<file path="config.mk">
export PLATFORM = sky130hd
export DESIGN_NAME = linear_interp_upsampler_top
export DESIGN_NICKNAME = d
export VERILOG_FILES = /design/src/hdl/liup_pkg.sv /design/src/hdl/liup_cmpsub.sv /design/src/hdl/liup_scale.sv /design/src/hdl/linear_interp_upsampler_top.sv
export SDC_FILE = /design/constraint.sdc
export NUM_CORES = 1
export LEC_CHECK = 0
export CAP_MARGIN = 5
export CORE_MARGIN = 4
export CORE_UTILIZATION = 55
export CTS_CLUSTER_SIZE = 20
export DETAILED_ROUTE_END_ITERATION = 12
export DONT_BUFFER_PORTS = 1
export PLACE_DENSITY = 0.72
export SLEW_MARGIN = 25
export SYNTH_ARGS = -nofsm -noshare
export SYNTH_HDL_FRONTEND = slang
export SYNTH_SLANG_ARGS = --single-unit
export TNS_END_PERCENT = 1
</file>
<file path="constraint.sdc">
create_clock -name clk -period 10.25 [get_ports clk]
set_clock_uncertainty 0.05 [all_clocks]
set_input_delay 1.5375 -clock clk [delete_from_list [all_inputs] [get_ports clk]]
set_output_delay 1.5375 -clock clk [all_outputs]
set_load 0.005 [all_outputs]
</file>
<file path="src/hdl/liup_pkg.sv">
// Shared types, constants and codes for the linear interpolation upsampler.
package liup_pkg;

    // Fixed widths of the interface fields.
    localparam int FIELD_BITS      = 16;
    localparam int RATIO_FIELD     = 7;
    localparam int CFG_INDEX_BITS  = 2;

    // Gain format and reset values.
    localparam int GAIN_FRAC       = 12;
    localparam logic signed [FIELD_BITS-1:0] GAIN_UNITY = 16'sd4096;

    // Defaults for the top-level parameters.
    localparam int MAX_RATIO_DEF   = 64;
    localparam int SAMPLE_BITS_DEF = 16;

    // Configuration register indexes.
    localparam logic [CFG_INDEX_BITS-1:0] CFG_STRETCH_RATIO = 2'd0;
    localparam logic [CFG_INDEX_BITS-1:0] CFG_GAIN          = 2'd1;

    // Sequencer states.
    typedef enum logic [2:0] {
        ST_IDLE,
        ST_SCALE,
        ST_DIV,
        ST_RUN
    } state_t;

    // Input word.
    typedef struct packed {
        logic signed [FIELD_BITS-1:0] sample_in;
        logic                         stream_start;
    } in_word_t;

    // Output word.
    typedef struct packed {
        logic signed [FIELD_BITS-1:0] sample_out;
        logic                         last_of_run;
    } out_word_t;

endpackage

</file>
<file path="src/hdl/liup_cmpsub.sv">
// Shared compare-and-subtract unit used for both division steps and run steps.
module liup_cmpsub #(
    parameter int W = 8
) (
    input  logic [W-1:0] a,
    input  logic [W-1:0] b,
    output logic         ge,
    output logic [W-1:0] diff
);

    // One wide subtract; the borrow tells whether a is at least b.
    logic [W:0] sub;

    assign sub  = {1'b0, a} - {1'b0, b};
    assign ge   = ~sub[W];
    assign diff = sub[W-1:0];

endmodule

</file>
<file path="src/hdl/liup_scale.sv">
// Gain multiplier with floor shift and saturation of the scaled sample.
module liup_scale #(
    parameter int SAMPLE_BITS = liup_pkg::SAMPLE_BITS_DEF
) (
    input  logic                                   clk,
    input  logic                                   load,
    input  logic signed [SAMPLE_BITS-1:0]          sample,
    input  logic signed [liup_pkg::FIELD_BITS-1:0] gain,
    output logic signed [SAMPLE_BITS-1:0]          scaled
);

    localparam int PW = SAMPLE_BITS + liup_pkg::FIELD_BITS;
    localparam int SW = PW - liup_pkg::GAIN_FRAC;

    logic signed [PW-1:0] sample_ext;
    logic signed [PW-1:0] gain_ext;
    logic signed [PW-1:0] prod_reg;
    logic signed [SW-1:0] shifted;
    logic                 in_range;

    assign sample_ext = PW'(sample);
    assign gain_ext   = PW'(gain);

    // The product is registered before the shift and saturation.
    always_ff @(posedge clk)
    begin
        if (load)
        begin
            prod_reg <= sample_ext * gain_ext;
        end
    end

    // Dropping the fraction bits of a two's complement value rounds toward minus infinity.
    assign shifted  = prod_reg[PW-1:liup_pkg::GAIN_FRAC];
    assign in_range = (shifted[SW-1:SAMPLE_BITS-1] == '0) || (shifted[SW-1:SAMPLE_BITS-1] == '1);

    // Saturate to the signed sample range.
    always_comb
    begin
        if (in_range)
        begin
            scaled = shifted[SAMPLE_BITS-1:0];
        end
        else if (shifted[SW-1])
        begin
            scaled = {1'b1, {(SAMPLE_BITS-1){1'b0}}};
        end
        else
        begin
            scaled = {1'b0, {(SAMPLE_BITS-1){1'b1}}};
        end
    end

endmodule

</file>
<file path="src/hdl/linear_interp_upsampler_top.sv">
// Top level of the linear interpolation upsampler: sequencer, datapath and ports.
//
// Each accepted word is scaled by the Q4.12 gain and, unless it starts a stream,
// produces stretch_ratio interpolated words from the previous scaled sample to
// the new one. An item occupies the block for one multiply, SAMPLE_BITS + 1
// restoring division steps of |x - p| by the ratio, one output word per cycle
// while the output is not stalled, and a return to idle to take the next word;
// a stream-start word takes only the multiply. The single compare-and-subtract
// unit is why the steps run in series: it performs every division step and then
// the remainder correction for each output word. The input is stalled for the
// whole of that time; output stalls lengthen it.
module linear_interp_upsampler_top #(
    parameter int MAX_RATIO   = liup_pkg::MAX_RATIO_DEF,
    parameter int SAMPLE_BITS = liup_pkg::SAMPLE_BITS_DEF
) (
    input  logic                                       clk,
    input  logic                                       rst_n,
    input  logic                                       in_valid,
    output logic                                       in_stall,
    input  liup_pkg::in_word_t                         in_word,
    output logic                                       out_valid,
    input  logic                                       out_stall,
    output liup_pkg::out_word_t                        out_word,
    input  logic                                       cfg_valid,
    output logic                                       cfg_ready,
    input  logic [liup_pkg::CFG_INDEX_BITS-1:0]        cfg_index,
    input  logic [liup_pkg::FIELD_BITS-1:0]            cfg_data
);

    localparam int SB  = SAMPLE_BITS;
    localparam int RB  = $clog2(MAX_RATIO + 1);
    localparam int AW  = RB + 1;
    localparam int DCW = $clog2(SB + 1);
    localparam int EXT = SB + liup_pkg::FIELD_BITS;

    liup_pkg::state_t state_reg;
    liup_pkg::state_t state_next;

    // Configuration registers.
    logic [RB-1:0]                            ratio_reg;
    logic signed [liup_pkg::FIELD_BITS-1:0]   gain_reg;
    logic [liup_pkg::RATIO_FIELD-1:0]         ratio_field;
    logic [RB-1:0]                            ratio_clamped;

    // Sample state.
    logic signed [SB-1:0] x_in;
    logic [EXT-1:0]       raw_ext;
    logic signed [SB-1:0] scaled;
    logic signed [SB-1:0] p_reg;
    logic                 pvalid_reg;
    logic                 start_reg;
    logic signed [SB-1:0] p_run_reg;
    logic                 neg_reg;

    // Division and run registers.
    logic [SB:0]     dq_reg;
    logic [RB-1:0]   rem_reg;
    logic [RB-1:0]   rd_reg;
    logic [DCW-1:0]  dcnt_reg;
    logic [SB:0]     acc_q_reg;
    logic [RB-1:0]   k_reg;

    // Shared unit connections.
    logic [AW-1:0] alu_a;
    logic [AW-1:0] alu_b;
    logic          alu_ge;
    logic [AW-1:0] alu_diff;
    logic [RB-1:0] rem_step;

    // Control strobes.
    logic in_accept;
    logic out_load;
    logic run_last;
    logic div_done;
    logic no_run;

    // Interpolation arithmetic.
    logic signed [SB:0]   diff_d;
    logic [SB:0]          abs_d;
    logic [SB:0]          q_new;
    logic signed [SB+1:0] p_ext;
    logic signed [SB+1:0] q_ext;
    logic signed [SB+1:0] y_full;
    logic signed [SB-1:0] y_s;
    logic signed [EXT-1:0] y_ext;

    // Output register.
    logic                 out_valid_reg;
    liup_pkg::out_word_t  out_word_reg;

    assign cfg_ready = 1'b1;
    assign out_valid = out_valid_reg;
    assign out_word  = out_word_reg;

    // The low SAMPLE_BITS bits of the input field are taken as two's complement.
    assign raw_ext = EXT'($unsigned(in_word.sample_in));
    assign x_in    = raw_ext[SB-1:0];

    liup_scale #(
        .SAMPLE_BITS (SB)
    ) u_scale (
        .clk    (clk),
        .load   (in_accept),
        .sample (x_in),
        .gain   (gain_reg),
        .scaled (scaled)
    );

    // Ratio writes are clamped into 1 .. MAX_RATIO.
    assign ratio_field = cfg_data[liup_pkg::RATIO_FIELD-1:0];

    always_comb
    begin
        if (ratio_field == '0)
        begin
            ratio_clamped = RB'(1);
        end
        else if (32'(ratio_field) > MAX_RATIO)
        begin
            ratio_clamped = RB'(MAX_RATIO);
        end
        else
        begin
            ratio_clamped = RB'(ratio_field);
        end
    end

    // Configuration register writes.
    always_ff @(posedge clk or negedge rst_n)
    begin
        if (!rst_n)
        begin
            ratio_reg <= RB'(1);
            gain_reg  <= liup_pkg::GAIN_UNITY;
        end
        else if (cfg_valid && cfg_ready)
        begin
            unique case (cfg_index)
                liup_pkg::CFG_STRETCH_RATIO: ratio_reg <= ratio_clamped;
                liup_pkg::CFG_GAIN:          gain_reg  <= cfg_data;
                default:                     ;
            endcase
        end
    end

    // Shared unit operands: a division step, or the remainder sum of a run step.
    always_comb
    begin
        if (state_reg == liup_pkg::ST_DIV)
        begin
            alu_a = {rem_reg, dq_reg[SB]};
        end
        else
        begin
            alu_a = AW'(rem_reg) + AW'(rd_reg);
        end
    end

    assign alu_b = AW'(ratio_reg);

    liup_cmpsub #(
        .W (AW)
    ) u_cmpsub (
        .a    (alu_a),
        .b    (alu_b),
        .ge   (alu_ge),
        .diff (alu_diff)
    );

    assign rem_step = alu_ge ? alu_diff[RB-1:0] : alu_a[RB-1:0];

    // Difference between the new scaled sample and the previous one.
    assign diff_d = SB'(0) + ((SB+1)'(scaled) - (SB+1)'(p_reg));
    assign abs_d  = diff_d[SB] ? $unsigned(-diff_d) : $unsigned(diff_d);

    // Run step: quotient grows by |d| / r plus a carry from the remainder.
    assign q_new  = acc_q_reg + dq_reg + (SB+1)'(alu_ge);
    assign p_ext  = (SB+2)'(p_run_reg);
    assign q_ext  = $signed((SB+2)'(q_new));
    assign y_full = neg_reg ? (p_ext - q_ext) : (p_ext + q_ext);
    assign y_s    = y_full[SB-1:0];
    assign y_ext  = EXT'(y_s);

    // Sequencer control strobes.
    always_comb
    begin
        in_stall = (state_reg != liup_pkg::ST_IDLE);
        in_accept = in_valid && (state_reg == liup_pkg::ST_IDLE);
        out_load = (state_reg == liup_pkg::ST_RUN) && (!out_valid_reg || !out_stall);
        run_last = (k_reg == ratio_reg);
        div_done = (dcnt_reg == DCW'(SB));
        no_run   = start_reg || !pvalid_reg;
    end

    // Sequencer next state.
    always_comb
    begin
        state_next = state_reg;
        unique case (state_reg)
            liup_pkg::ST_IDLE:
            begin
                if (in_accept)
                begin
                    state_next = liup_pkg::ST_SCALE;
                end
            end
            liup_pkg::ST_SCALE:
            begin
                state_next = no_run ? liup_pkg::ST_IDLE : liup_pkg::ST_DIV;
            end
            liup_pkg::ST_DIV:
            begin
                if (div_done)
                begin
                    state_next = liup_pkg::ST_RUN;
                end
            end
            liup_pkg::ST_RUN:
            begin
                if (out_load && run_last)
                begin
                    state_next = liup_pkg::ST_IDLE;
                end
            end
            default:
            begin
                state_next = liup_pkg::ST_IDLE;
            end
        endcase
    end

    always_ff @(posedge clk or negedge rst_n)
    begin
        if (!rst_n)
        begin
            state_reg <= liup_pkg::ST_IDLE;
        end
        else
        begin
            state_reg <= state_next;
        end
    end

    // Stream state: previous sample and whether it belongs to a live stream.
    always_ff @(posedge clk or negedge rst_n)
    begin
        if (!rst_n)
        begin
            p_reg      <= '0;
            pvalid_reg <= 1'b0;
        end
        else if (state_reg == liup_pkg::ST_SCALE)
        begin
            p_reg      <= scaled;
            pvalid_reg <= 1'b1;
        end
    end

    // Datapath registers for division and the output run.
    always_ff @(posedge clk)
    begin
        if (in_accept)
        begin
            start_reg <= in_word.stream_start;
        end

        unique case (state_reg)
            liup_pkg::ST_SCALE:
            begin
                p_run_reg <= p_reg;
                neg_reg   <= diff_d[SB];
                dq_reg    <= abs_d;
                rem_reg   <= '0;
                dcnt_reg  <= '0;
            end
            liup_pkg::ST_DIV:
            begin
                dq_reg   <= {dq_reg[SB-1:0], alu_ge};
                dcnt_reg <= dcnt_reg + DCW'(1);
                if (div_done)
                begin
                    rd_reg    <= rem_step;
                    rem_reg   <= '0;
                    acc_q_reg <= '0;
                    k_reg     <= RB'(1);
                end
                else
                begin
                    rem_reg <= rem_step;
                end
            end
            liup_pkg::ST_RUN:
            begin
                if (out_load)
                begin
                    acc_q_reg <= q_new;
                    rem_reg   <= rem_step;
                    k_reg     <= k_reg + RB'(1);
                end
            end
            default:
            begin
            end
        endcase
    end

    // Output register: holds a word until the receiver takes it.
    always_ff @(posedge clk or negedge rst_n)
    begin
        if (!rst_n)
        begin
            out_valid_reg <= 1'b0;
        end
        else if (out_load)
        begin
            out_valid_reg <= 1'b1;
        end
        else if (!out_stall)
        begin
            out_valid_reg <= 1'b0;
        end
    end

    always_ff @(posedge clk)
    begin
        if (out_load)
        begin
            out_word_reg.sample_out  <= y_ext[liup_pkg::FIELD_BITS-1:0];
            out_word_reg.last_of_run <= run_last;
        end
    end

endmodule

</file>
; Word-level counts from Yosys, hierarchy flattened
; Cells that the tools add are included.
[classes]
addsub = 10
n_mul = 1
order_cmp = 1
n_eq_ne = 12
mux = 26
bitwise = 1
n_reduce_logical = 23
[ops]
columns = operator, n
row1 = 17-bit one-hot mux with 2 select lines, 2
row2 = 17-bit two-way mux, 3
row3 = 7-bit two-way mux, 7
row4 = 16-bit two-way mux, 3
row5 = 16-bit by 16-bit multiplier with 32-bit output, 1
row6 = 7-bit one-hot mux with 3 select lines, 1
row7 = 17-bit by 1-bit adder with 17-bit output, 1
row8 = 17-bit adder, 1
row9 = 17-bit negation, 1
row10 = 16-bit by 16-bit subtractor with 17-bit output, 1
row11 = 16-bit adder, 1
row12 = 16-bit subtractor, 1
row13 = 7-bit one-hot mux with 2 select lines, 1
row14 = 3-bit one-hot mux with 4 select lines, 1
row15 = 5-bit == test (second input constant), 2
row16 = 5-bit one-hot mux with 2 select lines, 1
row17 = 3-bit two-way mux, 3
row18 = 8-bit by 7-bit subtractor with 9-bit output, 1
row19 = 7-bit by 7-bit adder with 8-bit output, 1
row20 = 8-bit two-way mux, 1
row21 = 2-bit AND reduction, 4
row22 = 7-bit by 1-bit adder with 7-bit output (second input constant), 1
row23 = 7-bit == test, 1
row24 = 7-bit greater-than comparator (second input constant), 1
row25 = other kinds (19), 33
[word_totals]
register_bits = 171
inputBits = 40
output_inout_bits = 20
elab_cells = 92

; Longest topological paths before layout
[depth]
ltp_word = 7
depth_mapped = 33
mapped_depth_nobuf = 32

; Hierarchy
; A second synthesis with hierarchy kept.
[hier_totals]
cells_unflattened = 1991
area_unflattened_um2 = 19428.6
[by_module_without_submodules]
columns = mod, n_inst, cells_each, area_per_inst_um2, seq_area_each_um2
row1 = liup_scale, 1, 1091, 10356.2, 600.6
row2 = linear_interp_upsampler_top, 1, 851, 8718.4, 3901.2
row3 = liup_cmpsub, 1, 49, 354.1, 0.0

; Least setup slack after synthesis
; OpenSTA, ideal clock, no wires.
[synth_timing]
path_type = input-to-reg
start = in in_word[14] (netlist name)
end = reg u_scale.prod_reg[29] (data pin)
setup_time_ns = 0.260
arrival_ns = 6.870
required_time_ns = 9.940
slack_ns = 3.070
path_stages = 21
path_buffers = 1
path_cell_list = clkbuf_1 > nand2_1 > fa_1 > inv_1 > fa_1 > inv_1 > fa_1 > inv_1 > fa_1 > inv_1 > fa_1 > inv_1 > fa_1 > ha_1 > nand2_1 > or3_1 > o21ai_0 > o22a_1 > a41o_1 > a21oi_1 > xnor2_1
[synth_via]
elab_chain_len = 1
[synth_rtl]
columns = item, line
row1 = from (decl), linear_interp_upsampler_top.sv:20  ; input liup_pkg::in_word_t in_word,
row2 = 16-bit by 16-bit multiplier with 32-bit output, liup_scale.sv:29  ; prod_reg <= sample_ext * gain_ext;
row3 = to (signal assigned), liup_scale.sv:29
row4 = to (decl), liup_scale.sv:17  ; logic signed [PW-1:0] prod_reg;
; No other way between the ends.
; A chain may end at the register's enable or synchronous reset.

; Final worst setup path
[layout_timing]
start = reg state_reg[0]
end = reg out_word_reg, in the netlist out_word[16] (data pin)
[layout_via]
elab_chain_len = 7
elab_cells_between_ends = 8
classes_between = 4 x add/sub / 1 x eq/ne / 2 x mux / 1 x bitwise
[layout_rtl]
columns = item, line
row1 = from (decl), linear_interp_upsampler_top.sv:36  ; liup_pkg::state_t state_reg;
row2 = from (signal assigned), linear_interp_upsampler_top.sv:236  ; state_reg <= liup_pkg::ST_IDLE;
row3 = from (signal assigned), linear_interp_upsampler_top.sv:240  ; state_reg <= state_next;
row4 = 3-bit by 2-bit == test with 1-bit output (*), linear_interp_upsampler_top.sv:149  ; if (state_reg == liup_pkg::ST_DIV)
row5 = 8-bit two-way mux (*), linear_interp_upsampler_top.sv:149
row6 = 8-bit by 7-bit subtractor with 9-bit output (*), liup_cmpsub.sv:14  ; assign sub = {1'b0, a} - {1'b0, b};
row7 = 1-bit NOT (*), liup_cmpsub.sv:15  ; assign ge = ~sub[W];
row8 = 17-bit by 1-bit adder with 17-bit output (*), linear_interp_upsampler_top.sv:177  ; assign q_new = acc_q_reg + dq_reg + (SB+1)'(alu_ge);
row9 = 16-bit adder / 16-bit subtractor (equally long branches), linear_interp_upsampler_top.sv:180  ; assign y_full = neg_reg ? (p_ext - q_ext) : (p_ext + q_ext);
row10 = 16-bit two-way mux (*), linear_interp_upsampler_top.sv:180
row11 = named net y_full[15], linear_interp_upsampler_top.sv:83  ; logic signed [SB+1:0] y_full;
row12 = to (decl), linear_interp_upsampler_top.sv:89  ; liup_pkg::out_word_t out_word_reg;
; Mark *: on every way through the listed nets, which the timed path passes. The rest lies on a longest branch.

==> out/metrics.cfg <==
[sta]
finalCriticalPeriod_ns=7.73
tns_ns=0
report.final.slew_viol_count=0
hold_viol=0
fin_crit_sh_pct=75.4
fin_hold_ws_ns=0.375
max_freq_ghz=0.129
tightestPinTransition_ns=0.947
setup_viol=0
relSlewSlack_pct=36.8
rsz0062_at_grt=false

[setup_path]
crit_fanout=20
r2r_start=state_reg[0]$_DFFE_PN0P_
path_common_cell=a21o_1
worstSetupPathType=register to register
reg2reg_to=out_word[16]$_DFFE_PP_
worstSetupStartpointType=register
cpPeakStageDelay_ns=0.68
crit_required_ns=10.40
cp_top_family=compound AO/OA/AOI/OAI gates
reg2reg_depth=30
critPathBufInv=2
r2r_slack_ns=2.52
arrival_ns=7.88
cp-startpoint=state_reg[0]$_DFFE_PN0P_
end_kind=register
crit_slowest_cell=a311oi_1
critPathCapture=out_word[16]$_DFFE_PP_
cp.depth=30

[synth]
post-synth-top-count-cell=inv_1
synth-seq-area-share_pct=23.7
yosysWarningCount=0
synth_common_cells=inv_1, fa_1, nand2_1, ha_1
synth_cell_type_count=71
synthTopCellsByArea=fa_1, edfxtp_1, ha_1, inv_1, dfrtp_1
synth_top_area_share_pct=28.1
synth_enable_flop_cells=114
syn_nets=2376
yosysTopAreaCell=fa_1
post_synth.cell_area_avg_um2=9.89
synth_ff_type=edfxtp_1
postSynthCellCount=1921
ys_ff_latch=157
netlist_area_um2=19000
synth-async-reset-ratio_pct=27.4

[clocking]
cts_resized=0
cts_buffers=17
cts_tree=done
hold_buffers=0
cts_setup_buffers=0
cts_root_buf=clkbuf_16
clk_latency_ns=0.45
cts.sinks=157
cts_max_path_buffers=2
cts_max_level=4
clkTransAtPathRegs_ns=0.08

[routing]
drt_pass1_iterations=5
routed-via-count=13100
drc_errors=0
ant_nets=0
vias_per_cell=5.59
wirelength_um=40000
wl_per_cell_um=17.1
drt-initial-drc-count=797

[layout]
largest_reg_flops=20
area_delta_synth_final_pct=4.87
final_nets=2337
final_util_pct=59.0
drive_above_1_share_pct=4.59

[die]
num_rows=67
dieHeight_um=194
ios=60
start_util_pct=56.2
fp.dieArea_um2=37600
core-area_um2=33800
dieWidth_um=194

[placed_design]
numPortBuffers=0
place.gp.congestion=0.862
hpwlAfterDp_um=31800

[global_route]
grt_max_degree=52
grt_usage_pct=22.3
grt_pass1_vias=13800
antenna_found_initial=0
overflow=0
grt_pass1_wl_um=68500

[job]
maxCapViolCount=0

[hold_path]
worstHoldPathType=register to register
min_path_cells=1

[run_status]
status=complete, no violations

## worst min path at each step
stage	to	slack, ns	from
after floorplan	state_reg[1]$_DFFE_PN0P_	0.36	start_reg$_DFFE_PP_
after detailed placement	state_reg[1]$_DFFE_PN0P_	0.38	start_reg$_DFFE_PP_
after CTS	state_reg[1]$_DFFE_PN0P_	0.38	start_reg$_DFFE_PP_
after global routing	state_reg[1]$_DFFE_PN0P_	0.39	start_reg$_DFFE_PP_
final	state_reg[1]$_DFFE_PN0P_	0.37	start_reg$_DFFE_PP_
after global placement	state_reg[1]$_DFFE_PN0P_	0.38	start_reg$_DFFE_PP_
## through the flow
step | setup WS (ns) | std cells | area (um2)
after CTS | 2.54 | 2343 | 19900
after detailed placement | 2.55 | 2311 | 19300
after global placement | 2.84 | 2311 | 19300
after floorplan | 3.07 | 1921 | 19000
final | 2.52 | 2344 | 19900
after global routing | 1.80 | 2343 | 19900
## layout make-up
| cell class | count | area (um2) |
|---|---|---|
| Clock buffer | 17 | 425 |
| Fill cell | 2821 | 13900 |
| Tap cell | 448 | 561 |
| Clock inverter | 15 | 165 |
| Sequential cell | 157 | 4500 |
| Multi-Input combinational cell | 1356 | 13000 |
| Antenna cell | 1 | 2.50 |
| Timing Repair Buffer | 2 | 15.0 |
| Inverter | 348 | 1310 |
## kinds of logic after synthesis
| kind of cell | synth area share (%) |
|---|---|
| AOI/OAI and AO/OA | 9.22 |
| xor gates and xnor gates | 5.10 |
| adders and majority gates | 37.9 |
| buffers and inverters | 8.23 |
| DFF | 23.7 |
| muxes | 2.32 |
| other | 0.0197 |
| and+or+nand+nor | 13.5 |
## placed cells by master, fill, tap and decap left out, types with 26 or more instances in the layout
cell type and n:
inv_1 348, fa_1 267, nand2_1 212, ha_1 147, edfxtp_1 114, and2_1 113
xnor2_1 68, o21ai_0 67, nor2_1 65, a21oi_1 58, dfrtp_1 41, xor2_1 40
a21o_1 35, mux2_2 33, nand2b_1 28, nor3_1 26
## layer usage
layer	part of all wire (%)	vias to the layer above	track usage [%]
met1	44	6513	30.0
met2	48	395	37.2
li1	-	6129	-
met3	5.6	70	3.89
met5	0	-	0
met4	2.5	0	6.69
Power is left out: the tool's default activity adds up to more than one toggle a clock period on the data nets, which glitch-free logic cannot reach.
